## src/sv/atoi_pkg.sv

```systemverilog
// shared types, constants and helper functions for the ascii to signed integer converter
`default_nettype none

package atoi_pkg;

	// saturation limit of the position counters
	localparam logic [11:0] POS_CAP = 12'd4095;

	// largest and smallest radix accepted, and the fixed radix values
	localparam logic [5:0] BASE_MAX  = 6'd36;
	localparam logic [5:0] BASE_MIN  = 6'd2;
	localparam logic [5:0] BASE_OCT  = 6'd8;
	localparam logic [5:0] BASE_DEC  = 6'd10;
	localparam logic [5:0] BASE_HEX  = 6'd16;
	localparam logic [5:0] BASE_AUTO = 6'd0;

	// digit value marking a byte that is no digit at all
	localparam logic [5:0] NOT_DIGIT = 6'd63;

	// character codes
	localparam logic [7:0] CH_SPACE = 8'h20;
	localparam logic [7:0] CH_TAB   = 8'h09;
	localparam logic [7:0] CH_CR    = 8'h0d;
	localparam logic [7:0] CH_PLUS  = 8'h2b;
	localparam logic [7:0] CH_MINUS = 8'h2d;
	localparam logic [7:0] CH_0     = 8'h30;
	localparam logic [7:0] CH_9     = 8'h39;
	localparam logic [7:0] CH_UP_A  = 8'h41;
	localparam logic [7:0] CH_UP_X  = 8'h58;
	localparam logic [7:0] CH_UP_Z  = 8'h5a;
	localparam logic [7:0] CH_LO_A  = 8'h61;
	localparam logic [7:0] CH_LO_X  = 8'h78;
	localparam logic [7:0] CH_LO_Z  = 8'h7a;

	// letter offsets: 'A' - 10 and 'a' - 10
	localparam logic [7:0] UP_OFS = 8'd55;
	localparam logic [7:0] LO_OFS = 8'd87;

	// magnitude limits for positive and negative results
	localparam logic [63:0] POS_LIMIT = 64'h7fff_ffff_ffff_ffff;
	localparam logic [63:0] NEG_LIMIT = 64'h8000_0000_0000_0000;

	// parse phase
	typedef enum logic [2:0] {
		PH_BLANK  = 3'd0,
		PH_FIRST  = 3'd1,
		PH_ZERO   = 3'd2,
		PH_XSEEN  = 3'd3,
		PH_DIGITS = 3'd4,
		PH_DONE   = 3'd5
	} phase_t;

	// value of a digit or letter, NOT_DIGIT for anything else
	function automatic logic [5:0] digit_of(input logic [7:0] c);
		logic [5:0] d;
		d = NOT_DIGIT;
		if (c inside {[CH_0:CH_9]}) begin
			d = 6'(c - CH_0);
		end else if (c inside {[CH_UP_A:CH_UP_Z]}) begin
			d = 6'(c - UP_OFS);
		end else if (c inside {[CH_LO_A:CH_LO_Z]}) begin
			d = 6'(c - LO_OFS);
		end
		return d;
	endfunction

	// space, tab, line feed, vertical tab, form feed, carriage return
	function automatic logic is_blank(input logic [7:0] c);
		return (c == CH_SPACE) || (c inside {[CH_TAB:CH_CR]});
	endfunction

	// saturating position increment
	function automatic logic [11:0] next_pos(input logic [11:0] p);
		return (p < POS_CAP) ? 12'(p + 12'd1) : POS_CAP;
	endfunction

endpackage

`default_nettype wire

```

## src/sv/ascii_to_signed_integer.sv

```systemverilog
// streaming ascii to signed 64-bit integer converter, top level
`default_nettype none

// Takes one string byte per transaction on the input channel and gives one
// result on the byte marked end_of_string. Leading blanks are skipped, an
// optional sign is taken, and for radix 0 or 16 a 0x / 0X prefix is used only
// when a hex digit follows; radix 0 becomes 8 after a leading zero, else 10.
// Out-of-range values saturate and raise overflowed; an invalid radix gives no
// conversion. number_base is sampled on the first byte after blanks and sign,
// so write it only between strings. Throughput is one byte per clock while
// the input is not stalled. An accepted byte is held in the input register
// and then folded into the state registers, and the result of a marked byte
// is registered at that same edge, from where it is offered. A result still
// waiting for out_ready stalls the input only once the next marked byte
// reaches the state stage. The clock rate is bounded by the 64 x 6 bit
// multiply, digit add and limit compare in the state update stage.
module ascii_to_signed_integer
	import atoi_pkg::*;
(
	input  wire logic        clk,
	input  wire logic        arst_n,

	// configuration write
	input  wire logic        cfg_valid,
	output logic             cfg_ready,
	input  wire logic [5:0]  number_base,

	// byte input
	input  wire logic        in_valid,
	output logic             in_ready,
	input  wire logic [7:0]  char_code,
	input  wire logic        end_of_string,

	// result output
	output logic             out_valid,
	input  wire logic        out_ready,
	output logic signed [63:0] parsed_value,
	output logic [11:0]      chars_consumed,
	output logic             converted,
	output logic             overflowed
);

	// configuration register
	logic [5:0] base_cfg_q;

	// input stage
	logic       valid_s1;
	logic [7:0] char_s1;
	logic       last_s1;

	// parser state
	phase_t      phase_q, phase_d;
	logic [63:0] acc_q, acc_d;
	logic        neg_q, neg_d;
	logic        saw_q, saw_d;
	logic        ovf_q, ovf_d;
	logic [5:0]  abase_q, abase_d;
	logic [11:0] pos_q;
	logic [11:0] endpos_q, endpos_d;

	// result register
	logic        res_valid_q;
	logic [63:0] res_acc_q;
	logic        res_neg_q;
	logic        res_saw_q;
	logic        res_ovf_q;
	logic [11:0] res_endpos_q;

	// decode strobes
	logic        proc;
	logic        take;
	logic [5:0]  tdig;
	logic [5:0]  tbase;
	logic        set_neg;
	logic        do_first;

	// first byte decode
	logic [5:0]  dig;
	logic        fc_zero;
	logic [5:0]  fc_base;
	logic        fc_bad;

	// multiply-add and limit check
	logic [69:0] prod;
	logic [63:0] cutoff;
	logic        too_big;

	// handshakes
	assign cfg_ready = 1'b1;
	assign proc      = valid_s1 && (!last_s1 || !res_valid_q || out_ready);
	assign in_ready  = !valid_s1 || proc;

	// configuration register write
	always_ff @(posedge clk or negedge arst_n) begin
		if (!arst_n) begin
			base_cfg_q <= BASE_AUTO;
		end else if (cfg_valid && cfg_ready) begin
			base_cfg_q <= number_base;
		end
	end

	// input register
	always_ff @(posedge clk or negedge arst_n) begin
		if (!arst_n) begin
			valid_s1 <= 1'b0;
		end else if (in_ready) begin
			valid_s1 <= in_valid;
		end
	end

	always_ff @(posedge clk) begin
		if (in_valid && in_ready) begin
			char_s1 <= char_code;
			last_s1 <= end_of_string;
		end
	end

	// byte classification
	assign dig     = digit_of(char_s1);
	assign fc_zero = ((base_cfg_q == BASE_AUTO) || (base_cfg_q == BASE_HEX)) &&
	                 (char_s1 == CH_0);
	assign fc_base = (base_cfg_q == BASE_AUTO) ? BASE_DEC : base_cfg_q;
	assign fc_bad  = (fc_base < BASE_MIN) || (fc_base > BASE_MAX);

	// next phase and digit strobes
	always_comb begin
		phase_d  = phase_q;
		take     = 1'b0;
		tdig     = 6'd0;
		tbase    = abase_q;
		set_neg  = 1'b0;
		do_first = 1'b0;
		case (phase_q)
			PH_BLANK: begin
				if (!is_blank(char_s1)) begin
					if (char_s1 == CH_MINUS) begin
						set_neg = 1'b1;
						phase_d = PH_FIRST;
					end else if (char_s1 == CH_PLUS) begin
						phase_d = PH_FIRST;
					end else begin
						do_first = 1'b1;
					end
				end
			end
			PH_FIRST: begin
				do_first = 1'b1;
			end
			PH_ZERO: begin
				if ((char_s1 == CH_LO_X) || (char_s1 == CH_UP_X)) begin
					phase_d = PH_XSEEN;
				end else if (dig < abase_q) begin
					take    = 1'b1;
					tdig    = dig;
					phase_d = PH_DIGITS;
				end else begin
					phase_d = PH_DONE;
				end
			end
			PH_XSEEN: begin
				if (dig < BASE_HEX) begin
					take    = 1'b1;
					tdig    = dig;
					tbase   = BASE_HEX;
					phase_d = PH_DIGITS;
				end else begin
					phase_d = PH_DONE;
				end
			end
			PH_DIGITS: begin
				if (dig < abase_q) begin
					take    = 1'b1;
					tdig    = dig;
				end else begin
					phase_d = PH_DONE;
				end
			end
			default: begin
				phase_d = phase_q;
			end
		endcase

		// first byte after blanks and sign picks the radix
		if (do_first) begin
			if (fc_zero) begin
				take    = 1'b1;
				tdig    = 6'd0;
				tbase   = (base_cfg_q == BASE_AUTO) ? BASE_OCT : BASE_HEX;
				phase_d = PH_ZERO;
			end else if (fc_bad) begin
				phase_d = PH_DONE;
			end else if (dig < fc_base) begin
				take    = 1'b1;
				tdig    = dig;
				tbase   = fc_base;
				phase_d = PH_DIGITS;
			end else begin
				phase_d = PH_DONE;
			end
		end
	end

	// multiply-add, exact overflow test against the signed limit
	assign prod    = 70'(acc_q) * 70'(tbase) + 70'(tdig);
	assign cutoff  = neg_d ? NEG_LIMIT : POS_LIMIT;
	assign too_big = prod > 70'(cutoff);

	// datapath update
	always_comb begin
		neg_d    = neg_q || set_neg;
		acc_d    = acc_q;
		saw_d    = saw_q;
		ovf_d    = ovf_q;
		abase_d  = abase_q;
		endpos_d = endpos_q;
		if (take) begin
			abase_d  = tbase;
			saw_d    = 1'b1;
			endpos_d = next_pos(pos_q);
			if (ovf_q || too_big) begin
				ovf_d = 1'b1;
			end else begin
				acc_d = prod[63:0];
			end
		end
	end

	// parser state registers, cleared after each string
	always_ff @(posedge clk or negedge arst_n) begin
		if (!arst_n) begin
			phase_q  <= PH_BLANK;
			acc_q    <= '0;
			neg_q    <= 1'b0;
			saw_q    <= 1'b0;
			ovf_q    <= 1'b0;
			abase_q  <= 6'd0;
			pos_q    <= 12'd0;
			endpos_q <= 12'd0;
		end else if (proc) begin
			if (last_s1) begin
				phase_q  <= PH_BLANK;
				acc_q    <= '0;
				neg_q    <= 1'b0;
				saw_q    <= 1'b0;
				ovf_q    <= 1'b0;
				abase_q  <= 6'd0;
				pos_q    <= 12'd0;
				endpos_q <= 12'd0;
			end else begin
				phase_q  <= phase_d;
				acc_q    <= acc_d;
				neg_q    <= neg_d;
				saw_q    <= saw_d;
				ovf_q    <= ovf_d;
				abase_q  <= abase_d;
				pos_q    <= next_pos(pos_q);
				endpos_q <= endpos_d;
			end
		end
	end

	// result register valid
	always_ff @(posedge clk or negedge arst_n) begin
		if (!arst_n) begin
			res_valid_q <= 1'b0;
		end else if (proc && last_s1) begin
			res_valid_q <= 1'b1;
		end else if (out_ready) begin
			res_valid_q <= 1'b0;
		end
	end

	// result payload
	always_ff @(posedge clk) begin
		if (proc && last_s1) begin
			res_acc_q    <= acc_d;
			res_neg_q    <= neg_d;
			res_saw_q    <= saw_d;
			res_ovf_q    <= ovf_d;
			res_endpos_q <= endpos_d;
		end
	end

	// result formatting: saturation, sign and no-conversion cases
	always_comb begin
		if (res_ovf_q) begin
			parsed_value = res_neg_q ? NEG_LIMIT : POS_LIMIT;
		end else if (res_saw_q) begin
			parsed_value = res_neg_q ? (64'd0 - res_acc_q) : res_acc_q;
		end else begin
			parsed_value = '0;
		end
	end

	assign out_valid      = res_valid_q;
	assign chars_consumed = res_saw_q ? res_endpos_q : 12'd0;
	assign converted      = res_saw_q;
	assign overflowed     = res_ovf_q;

endmodule

`default_nettype wire
```

## config.mk

```make
export PLATFORM = sky130hd
export DESIGN_NAME = ascii_to_signed_integer
export DESIGN_NICKNAME = d
export VERILOG_FILES = /design/src/sv/atoi_pkg.sv /design/src/sv/ascii_to_signed_integer.sv
export SDC_FILE = /design/constraint.sdc
export NUM_CORES = 1
export LEC_CHECK = 0
export ABC_CLOCK_PERIOD_IN_PS = 30100
export BUFFER_PORTS_ARGS = -buffer_cell sky130_fd_sc_hd__buf_2
export CAP_MARGIN = 20
export CORE_ASPECT_RATIO = 0.8
export CORE_MARGIN = 1.5
export CORE_UTILIZATION = 30
export CTS_BUF_LIST = sky130_fd_sc_hd__clkbuf_8
export DETAILED_ROUTE_END_ITERATION = 7
export PLACE_DENSITY = 0.5
export REMOVE_ABC_BUFFERS = 1
export SLEW_MARGIN = 20
export SYNTH_ARGS = -nofsm -noshare
export SYNTH_HDL_FRONTEND = slang
export SYNTH_SLANG_ARGS = --single-unit
```

## constraint.sdc

```tcl
create_clock -name clk -period 30.1 [get_ports clk]
set_clock_uncertainty 0.1 [all_clocks]
set_input_delay 4.515 -clock clk [delete_from_list [all_inputs] [get_ports clk]]
set_output_delay 4.515 -clock clk [all_outputs]
set_load 0.05 [all_outputs]
```

==> results.txt, run 1 <==
- The run finished with clean final reports.
- The HPWL after detailed placement is between 60 and 70 mm.
- Critical Path Source Type: register
* Leakage power: roughly 0.014 uW
- Setup repair after global routing missed its margin: false
- Final-report max-slew violation count: 0
- Hold/Removal Path Class: register to register
- Count of TritonRoute iterations in the first routing pass: 5
- For this configuration, the core starts out at a cell density of 0.303.
* Delay contributed by the slowest stage of the critical path: slightly above 0.9 ns
- Clock root buffer master: sky130_fd_sc_hd__clkbuf_8
- For this run, the register share of the synthesized area comes to 0.194.
- Hold Path Stages: 2
- In the post-synthesis netlist, the cell with the most instances is sky130_fd_sc_hd__nand2_1.
- Setup Total Neg Slack: 0 ns
- The netlist uses between 80 and 90 different library cells.
- Together, buffers and inverters on the worst path number 6.
* Die Width: approximately 340 um
* Share of layout cells above drive strength 1: 0.101
* Fin worst setup slack: ~14 ns
* Cell type of the slowest stage on the worst timing path: sky130_fd_sc_hd__a2111oi_0
- Port bufs: between 90 and 100
- The clock tree synthesis step divided the H-tree into 4 levels.
- Total power for the finished layout comes to 796 uW.
- Max-capacitance violation count: 0
* Place WS: between 10 and 15 ns
- For this run, global-route usage on met2 was measured as 0.273.
* Area grow syn2layout: 6.77%
- Mean instance size in the synthesized netlist: 8.72 um2
- The most used flip-flop cell after synthesis is sky130_fd_sc_hd__dfrtp_1.
- Synthesized area: roughly 0.028 mm2
- Share of total power consumed by net switching: 0.451
- IO Count: between 100 and 150
* Avg WL per Cell: between 20 and 25 um
- The cell family contributing the most delay on the critical path is compound AO/OA/AOI/OAI gates.
* Maximum frequency from static timing analysis: ~0.064 GHz
- Number of global-route vias before repair: around 23000
- Clock Power Share: 0.256
* Data arrival time of the critical path: between 15 and 20 ns
- Post-synth EDFFs: 88
* Cell count after synthesis: around 3200
- Number of antenna repair diodes: 0
* Sw power: ~360 uW
- The first routing iteration left roughly 1800 violations.
* Cell row count: 99
* Wire length of the first global-routing pass: roughly 140 mm
- Floorplan Core Area: ~0.091 mm2
* Total setup buffers inserted after CTS: 0
- Combinational group share of total power: 0.352
- After detailed routing, the number of remaining DRC violations is 0.
* Gates resized, CTS repair: 0
- For this design, the sink count on the clock tree is 196.
* Cell accounting for the most synthesized area: sky130_fd_sc_hd__fa_1
* Largest driver fanout on the critical path: 65
- Cell internal power was estimated by the tool at around 440 uW.
- Slew @ Worst Pin: 1.15 ns
* Routing layer with the top usage in global route: met1
* Vertical die dimension: between 200 and 300 um
- Most used standard cells in the synthesized netlist: sky130_fd_sc_hd__nand2_1, sky130_fd_sc_hd__and2_1, sky130_fd_sc_hd__fa_1
- Antenna violations before repair: 0
* Final weighted congestion in routability-driven placement: between 0.9 and 1
- Overall Global Routing Usage: 0.194
- The die covers around 0.094 mm2.
* Critical path capture point type: register
- Period Utilization, post-route: 0.520
- TritonCTS clock tree: built
- The smallest clock period supported by the final layout is computed as between 15 and 20 ns.
- Peak supply drop: ~0.000036 V
- Area share of the largest cell type after synthesis: 0.183
- Count of final setup violators: 0
* Clock latency on the worst-skew pair: slightly above 0.6 ns
- Worst max-slew margin expressed relative to the limit: 0.236
- Routed via count divided by cell count: ~5.3
- Buffers inserted during clock tree synthesis total 17.
- Of the total power, registers draw 0.392.
- Vias post-DR: 23100
- Remaining antenna violation count after routing: 0
- For this run, global-route usage on met3 was measured as 0.0434.
- Number of cell instances on the worst register-to-register path: between 40 and 50
- Buffers inserted to repair hold after CTS numbered 0.
- The total overflow left after global routing is 0.
- Number of synthesis warnings: 0
- For this run, asynchronously set or reset flops after synthesis account for 0.551.
- Clock slew at reported path FFs: between 0.1 and 0.15 ns
- At the end of the flow, the number of nets in the layout was about 3600.
- The setup path with the least slack is of type register to register.
- For this run, global-route usage on met1 was measured as 0.299.
- Cell depth of the worst setup path: 47
* Power per cell area: ~27 mW/mm2
- Summed over all layers, the routed wires come to 90.0 mm.
- Fin. Hold Viols: 0
- For the worst setup path, the data required time is ~30 ns.
* Yosys reg bits: between 150 and 200
- Entering global routing, the biggest net connects 73 pins.
- The clock passes through at most 2 buffers.
- Sorting the synthesized cells by area gives the leading types as sky130_fd_sc_hd__fa_1, sky130_fd_sc_hd__ha_1, sky130_fd_sc_hd__dfrtp_1, sky130_fd_sc_hd__edfxtp_1, sky130_fd_sc_hd__and2_1.
worst reg2reg max path, delay by kind of cell, from the launching register on:
kind | cells | cell delay, ns
buf+inv | 6 | 1.67
xor+xnor | 1 | 0.14
simple gates | 11 | 3.49
flops | 1 | 0.56
mux | 1 | 0.51
fa+ha+maj | 8 | 3.46
compound gates | 20 | 5.48
path summary, 6_finish.rpt:
kind	from	endpoint	slack, ns
setup / recovery	char_s1[0]	res_acc_q[1]	14.45
hold reg to reg	saw_q	saw_q	0.40
max in group asynchronous	arst_n	acc_q[61]	24.64
min in group asynchronous	arst_n	phase_q[2]	3.88
setup reg to reg	char_s1[0]	res_acc_q[1]	14.45
hold / removal	saw_q	saw_q	0.40
sequential cells by signal (all words and copies together) (netlist names), 3 cells and up:
register and cells:
endpos_q 12, base_cfg_q 6, res_acc_q 64, pos_q 12
acc_q 64, char_s1 8, abase_q 6, res_endpos_q 12
phase_q 3
per-layer routing:
layer | routed length, um | part of all wire
met1 | 45900 | 0.51
met3 | 6870 | 0.076
met4 | 1300 | 0.014
met2 | 36000 | 0.40
met5 | 0 | 0
cell type report:
cell class | count | area [um2]
clock buffers | 17 | 234
clock inverters | 15 | 200
fillers | 9644 | 61700
inverters | 221 | 831
multi-input cells | 2535 | 20700
flip-flops and latches | 196 | 5350
well taps | 1212 | 1520
repair buffers | 127 | 708
power groups by stage:
stage | registers (uW) | logic, uW | clock network (uW)
finish | 312 | 280 | 204
global route | 315 | 299 | 218
CTS | 312 | 279 | 211
detailed placement | 317 | 278 | 0
global placement | 318 | 279 | 0
floorplan | 316 | 171 | 0
layout by cell type, fill, tap and decap left out, drive strengths merged, types with 44 or more instances in the layout:
cell type and instances:
fa 252, and2 264, nand3 83, o22ai 58
a21oi 248, inv 228, buf 127, nand4 59
ha 231, nor3 56, o21ai 113, nand2 397
nor2 133, edfxtp 88, dfrtp 108, xnor2 44
mux2 119
cells by family (layout without fill, tap and decap cells):
group / after synthesis / count (layout) / synth area share
AND/OR/NAND/NOR: 1128 / 1128 / 0.206
AO/OA/AOI/OAI: 708 / 708 / 0.163
adder cells (fa/ha/maj): 483 / 483 / 0.287
buffers and inverters: 436 / 380 / 0.0622
flip-flops: 196 / 196 / 0.194
multiplexers: 139 / 139 / 0.0636
XOR/XNOR: 76 / 76 / 0.0241
other: 1 / 1 / 0.000136
per-stage QoR:
stage / cells / cell area [um2] / utilization / hold slack [ns]
CTS: 4323 / 29500 / 0.323 / 0.409
detailed placement: 4291 / 29100 / 0.319 / 0.381
finish: 4323 / 29500 / 0.323 / 0.404
global placement: 4291 / 29100 / 0.319 / 0.375
floorplan: 2952 / 26700 / - / 0.357
global route: 4323 / 29500 / 0.323 / 0.431
No activity file was read; power rests on OpenSTA's default activity.
==> inputs of run 2 (changes only) <==
--- a/config.mk
+++ b/config.mk
@@ -5,7 +5,8 @@
 export SDC_FILE = /design/constraint.sdc
 export NUM_CORES = 1
 export LEC_CHECK = 0
-export ABC_CLOCK_PERIOD_IN_PS = 30100
+export ABC_AREA = 1
+export ABC_CLOCK_PERIOD_IN_PS = 13800
 export BUFFER_PORTS_ARGS = -buffer_cell sky130_fd_sc_hd__buf_2
 export CAP_MARGIN = 20
 export CORE_ASPECT_RATIO = 0.8
@@ -13,7 +14,7 @@
 export CORE_UTILIZATION = 30
 export CTS_BUF_LIST = sky130_fd_sc_hd__clkbuf_8
 export DETAILED_ROUTE_END_ITERATION = 7
-export PLACE_DENSITY = 0.5
+export PLACE_DENSITY = 0.51
 export REMOVE_ABC_BUFFERS = 1
 export SLEW_MARGIN = 20
 export SYNTH_ARGS = -nofsm -noshare
==> constraint.sdc (replaced) <==
create_clock -name clk -period 13.8 [get_ports clk]
set_clock_uncertainty 0.1 [all_clocks]
set_input_delay 2.07 -clock clk [delete_from_list [all_inputs] [get_ports clk]]
set_output_delay 2.07 -clock clk [all_outputs]
set_load 0.05 [all_outputs]
==> run 2 against run 1 <==
Compared with the run above:
- maximum frequency increased by 30%
- combinational power increased to 12 times the previous value
- sequential cell count unchanged
- critical path depth increased by 4
- non-clock buffer count decreased by 8
- clock-buffer cell count unchanged
- synthesized area decreased by 0.27%
- register-to-register slack got worse by 13 ns
==> results.txt, run 2 <==
- Mean instance size in the synthesized netlist: 7.28 um2 (was 8.72 um2)
- The number of fillers in the final layout came to 9916 (was 9644).
- Die Width: 342 um (about the same)
- The setup TNS was 0 ns (unchanged).
- The total clock sinks was 196 (unchanged).
- The final setup violation count came to 0 (unchanged).
- Area grow syn2layout: 7.13% (was 6.77%)
- Vias post-DR: 24600 (was 23100)
* Power per cell area: 169 mW/mm2 (was 27.0 mW/mm2)
- The number of search-and-repair iterations in the first detailed-routing pass was 6 (was 5).
* Wire length of the first global-routing pass: 142 mm (was 141 mm)
* Maximum frequency from static timing analysis: 0.0833 GHz (was 0.0639 GHz)
- Async S/R FF share, synth: 0.551 (unchanged)
- The area of the core region came to 0.0910 mm2 (was 0.0912 mm2).
- Port bufs: 99 (unchanged)
- Cell row count: 99 (unchanged)
- Clock root buffer master: sky130_fd_sc_hd__clkbuf_8 (unchanged)
- Data arrival time of the critical path: 12.25 ns (was 15.92 ns)
- Capture endpoint of the worst hold path: acc_q[27] (was saw_q)
- The main combinational cell family by area after synthesis was simple AND/OR/NAND/NOR gates (was adder cells).
- Xor and xnor area share after synthesis: 0.0210 (was 0.0241)
- H-tree Lvls: 4 (unchanged)
- The arithmetic-cell share of the synthesized area counting full adders, half adders and majority gates was 0.288 (was 0.287).
- The data required time of the critical path was 14.04 ns (was 30.37 ns).
* Largest buffer count on any clock path: 2 (unchanged)
- Number of global-route vias before repair: 23700 (was 22800)
- The worst min-delay path category was register to register (unchanged).
- Gates resized, CTS repair: 0 (unchanged)
* Hold Path Stages: 2 (unchanged)
* Post-CTS Hold Fix Bufs: 0 (unchanged)
* Max-capacitance violation count: 0 (unchanged)
- The worst-case headroom to the max-slew limit is 0.293 (was 0.236).
* Clock latency on the worst-skew pair: 0.60 ns (was 0.62 ns)
- The global placement routability congestion is 0.957 (was 0.917).
- The final design area excluding fillers was 0.0295 mm2 (about the same).
* Wire length reported by the detailed router: 89.9 mm (was 90.0 mm)
* Minimum period implied by the final worst setup slack: 12.01 ns (was 15.65 ns)
- Routed via count divided by cell count: 4.90 (was 5.35)
- Synthesized area: 0.0275 mm2 (was 0.0276 mm2)
- Hold Startpoint: acc_q[27] (was saw_q)
- The post-synthesis share of cell area spent on and, or, nand and nor gates is 0.290 (was 0.206).
* Largest driver fanout on the critical path: 46 (was 65)
- The critical setup path kind is register to register (unchanged).
- The stage delay of the slowest cell on the critical path came to 0.65 ns (was 0.93 ns).
- The number of buffers added for setup after CTS was 0 (unchanged).
- Most used cell along the critical path: sky130_fd_sc_hd__nand2_1
- Total number of nets in the final design: 4305 (was 3601)
- The ratio of cells with drive above 1 in the final layout came to 0.0794 (was 0.101).
* Predominant post-synthesis flop cell: sky130_fd_sc_hd__dfrtp_1 (unchanged)
* Remaining antenna violation count after routing: 0 (unchanged)
* Avg WL per Cell: 17.9 um (was 20.8 um)
* Number of cell instances on the worst register-to-register path: 51 (was 47)
- The standard cell area after detailed placement came to 0.0290 mm2 (was 0.0291 mm2).
- Mux share of post-synthesis cell area: 0 (was 0.0636)
- Count of non-filler cells in the finished layout: 5028 (was 4323)
* Worst reg-to-reg setup slack: 1.79 ns (was 14.45 ns)
* Most common cell after layout, fill and taps aside: sky130_fd_sc_hd__nand2_1 (unchanged)
- The max-slew violation count came to 0 (unchanged).
- Cell accounting for the most synthesized area: sky130_fd_sc_hd__fa_1 (unchanged)
- Sequential element share of the synthesized area: 0.194 (about the same)
- The final hold violation count was 0 (unchanged).
* Most instantiated library cell after synthesis: sky130_fd_sc_hd__nand2_1 (unchanged)
- Peak supply drop: 0.000224 V (was 0.0000355 V)
- Slew @ Worst Pin: 1.06 ns (was 1.15 ns)
- RR Endpoint: res_acc_q[14] (was res_acc_q[1])
* Status: finished, final reports clean (unchanged)
* IO Count: 101 (unchanged)
- The area fraction of the dominant cell type after synthesis is 0.183 (about the same).
* Setup repair after global routing missed its margin: false (unchanged)
- Commonest non-fill, non-tap cells in the layout: sky130_fd_sc_hd__nand2_1, sky130_fd_sc_hd__inv_1, sky130_fd_sc_hd__nor2_1 (was sky130_fd_sc_hd__nand2_1, sky130_fd_sc_hd__and2_1, sky130_fd_sc_hd__fa_1)
- Post-synth EDFFs: 88 (unchanged)
- The register bit total from synthesis was 196 (unchanged).
* Overflow left after global routing: 0 (unchanged)
- Synth top area cells: sky130_fd_sc_hd__fa_1, sky130_fd_sc_hd__nand2_1, sky130_fd_sc_hd__ha_1, sky130_fd_sc_hd__dfrtp_1, sky130_fd_sc_hd__edfxtp_1 (was sky130_fd_sc_hd__fa_1, sky130_fd_sc_hd__ha_1, sky130_fd_sc_hd__dfrtp_1, sky130_fd_sc_hd__edfxtp_1, sky130_fd_sc_hd__and2_1).
- The cell total after placement is 4995 (was 4291).
- The compound-gate portion of the synthesized area is 0.0931 (was 0.163).
- The total leakage power is 0.0153 uW (was 0.0139 uW).
- The final cycle utilization of the critical path came to 0.870 (was 0.520).
- Unique masters post-synth: 60 (was 88)
- The total power consumption of the routed design came to 4990 uW (was 796 uW).
- The violation count after the first detailed-route iteration is 1978 (was 1798).
* HPWL Detailed: 73.0 mm (was 66.9 mm)
- The gate count of the mapped netlist came to 3782 (was 3167).
- The area of the die is 0.0937 mm2 (was 0.0939 mm2).
- Total clock buffers created by CTS: 17 (unchanged)
- The count of warnings emitted by yosys came to 0 (unchanged).
- The clock-pin slew on the worst setup and hold paths came to 0.15 ns (was 0.13 ns).
- Most used standard cells in the synthesized netlist: sky130_fd_sc_hd__nand2_1, sky130_fd_sc_hd__inv_1, sky130_fd_sc_hd__nor2_1 (was sky130_fd_sc_hd__nand2_1, sky130_fd_sc_hd__and2_1, sky130_fd_sc_hd__fa_1).
- The die boundary height was 274 um (about the same).
- Critical path capture point type: register (unchanged)
- TritonCTS clock tree: built (unchanged)
- Antenna violations before repair: 2 (was 0)
- The effective utilization at floorplan was 0.303 (about the same).
- The pin count of the biggest net entering global routing was 72 (was 73).
* Largest registers: acc_q (64), res_acc_q (64) (unchanged)
* Critical Path Source Type: register (unchanged)
* Overall Global Routing Usage: 0.196 (was 0.194)
- The residual DRC count is 0 (unchanged).
- The critical register-to-register path startpoint is char_s1[0] (unchanged).
* Cell type of the slowest stage on the worst timing path: sky130_fd_sc_hd__buf_4 (was sky130_fd_sc_hd__a2111oi_0)
run 2: how the worst max path moves through the flow:
stage | from | end | slack [ns] | cells past startpoint
6_report | char_s1[0] | res_acc_q[14] | 1.79 | 51
3_5_place_dp | char_s1[0] | res_acc_q[16] | 2.08 | 52
2_1_floorplan | char_s1[4] | acc_q[0] | 2.53 | 52
3_3_place_gp | char_s1[0] | res_acc_q[12] | 2.11 | 51
4_1_cts | char_s1[0] | res_acc_q[14] | 2.00 | 51
5_1_grt | char_s1[1] | res_acc_q[16] | 1.12 | 52
run 2: cell type report:
cell class	instances	area [um2]	share of cell area
Multi-Input combinational cell	2821	19100	0.647
Tap cell	1212	1520	0.0514
Clock buffer	17	234	0.00793
Antenna cell	1	2.50	0.0000848
Inverter	647	2430	0.0825
Sequential cell	196	5350	0.181
Clock inverter	15	229	0.00776
Timing Repair Buffer	119	648	0.0220
run 2: logic make-up (layout without fill, tap and decap cells):
group | Yosys count | in the layout
simple gates | 1806 | 1806
xor+xnor | 66 | 66
other cells | 1 | 2
compound gates | 465 | 465
flops | 196 | 196
fa+ha+maj | 483 | 483
buf+inv | 765 | 798
run 2: worst max-delay path: cells and delay by family, from the launching register on:
| kind | cells | cell delay, ns |
|---|---|---|
| flops | 1 | 0.53 |
| buf+inv | 12 | 2.42 |
| simple gates | 23 | 3.12 |
| xor+xnor | 1 | 0.44 |
| compound gates | 7 | 1.65 |
| fa+ha+maj | 8 | 3.25 |
run 2: per-stage QoR:
stage | hold WS [ns] | setup WS (ns) | utilization
global route | 0.411 | 1.12 | 0.324
detailed placement | 0.366 | 2.08 | 0.319
CTS | 0.395 | 2.00 | 0.324
global placement | 0.361 | 2.11 | 0.319
floorplan | 0.348 | 2.53 | -
finish | 0.391 | 1.79 | 0.324
run 2: where the power goes:
group	leakage (uW)	internal [uW]	switching [uW]
combinational	0.0128	1010	2450
clock	0.000229	154	291
sequential	0.00231	850	234
run 2: metal layers:
metal / vias up / GRT usage / wire length [um]
met5: - / 0 / 11
met4: 2 / 0.0322 / 867
met3: 50 / 0.0293 / 5660
met2: 682 / 0.275 / 36000
met1: 12000 / 0.312 / 47300
li1: 11900 / - / -
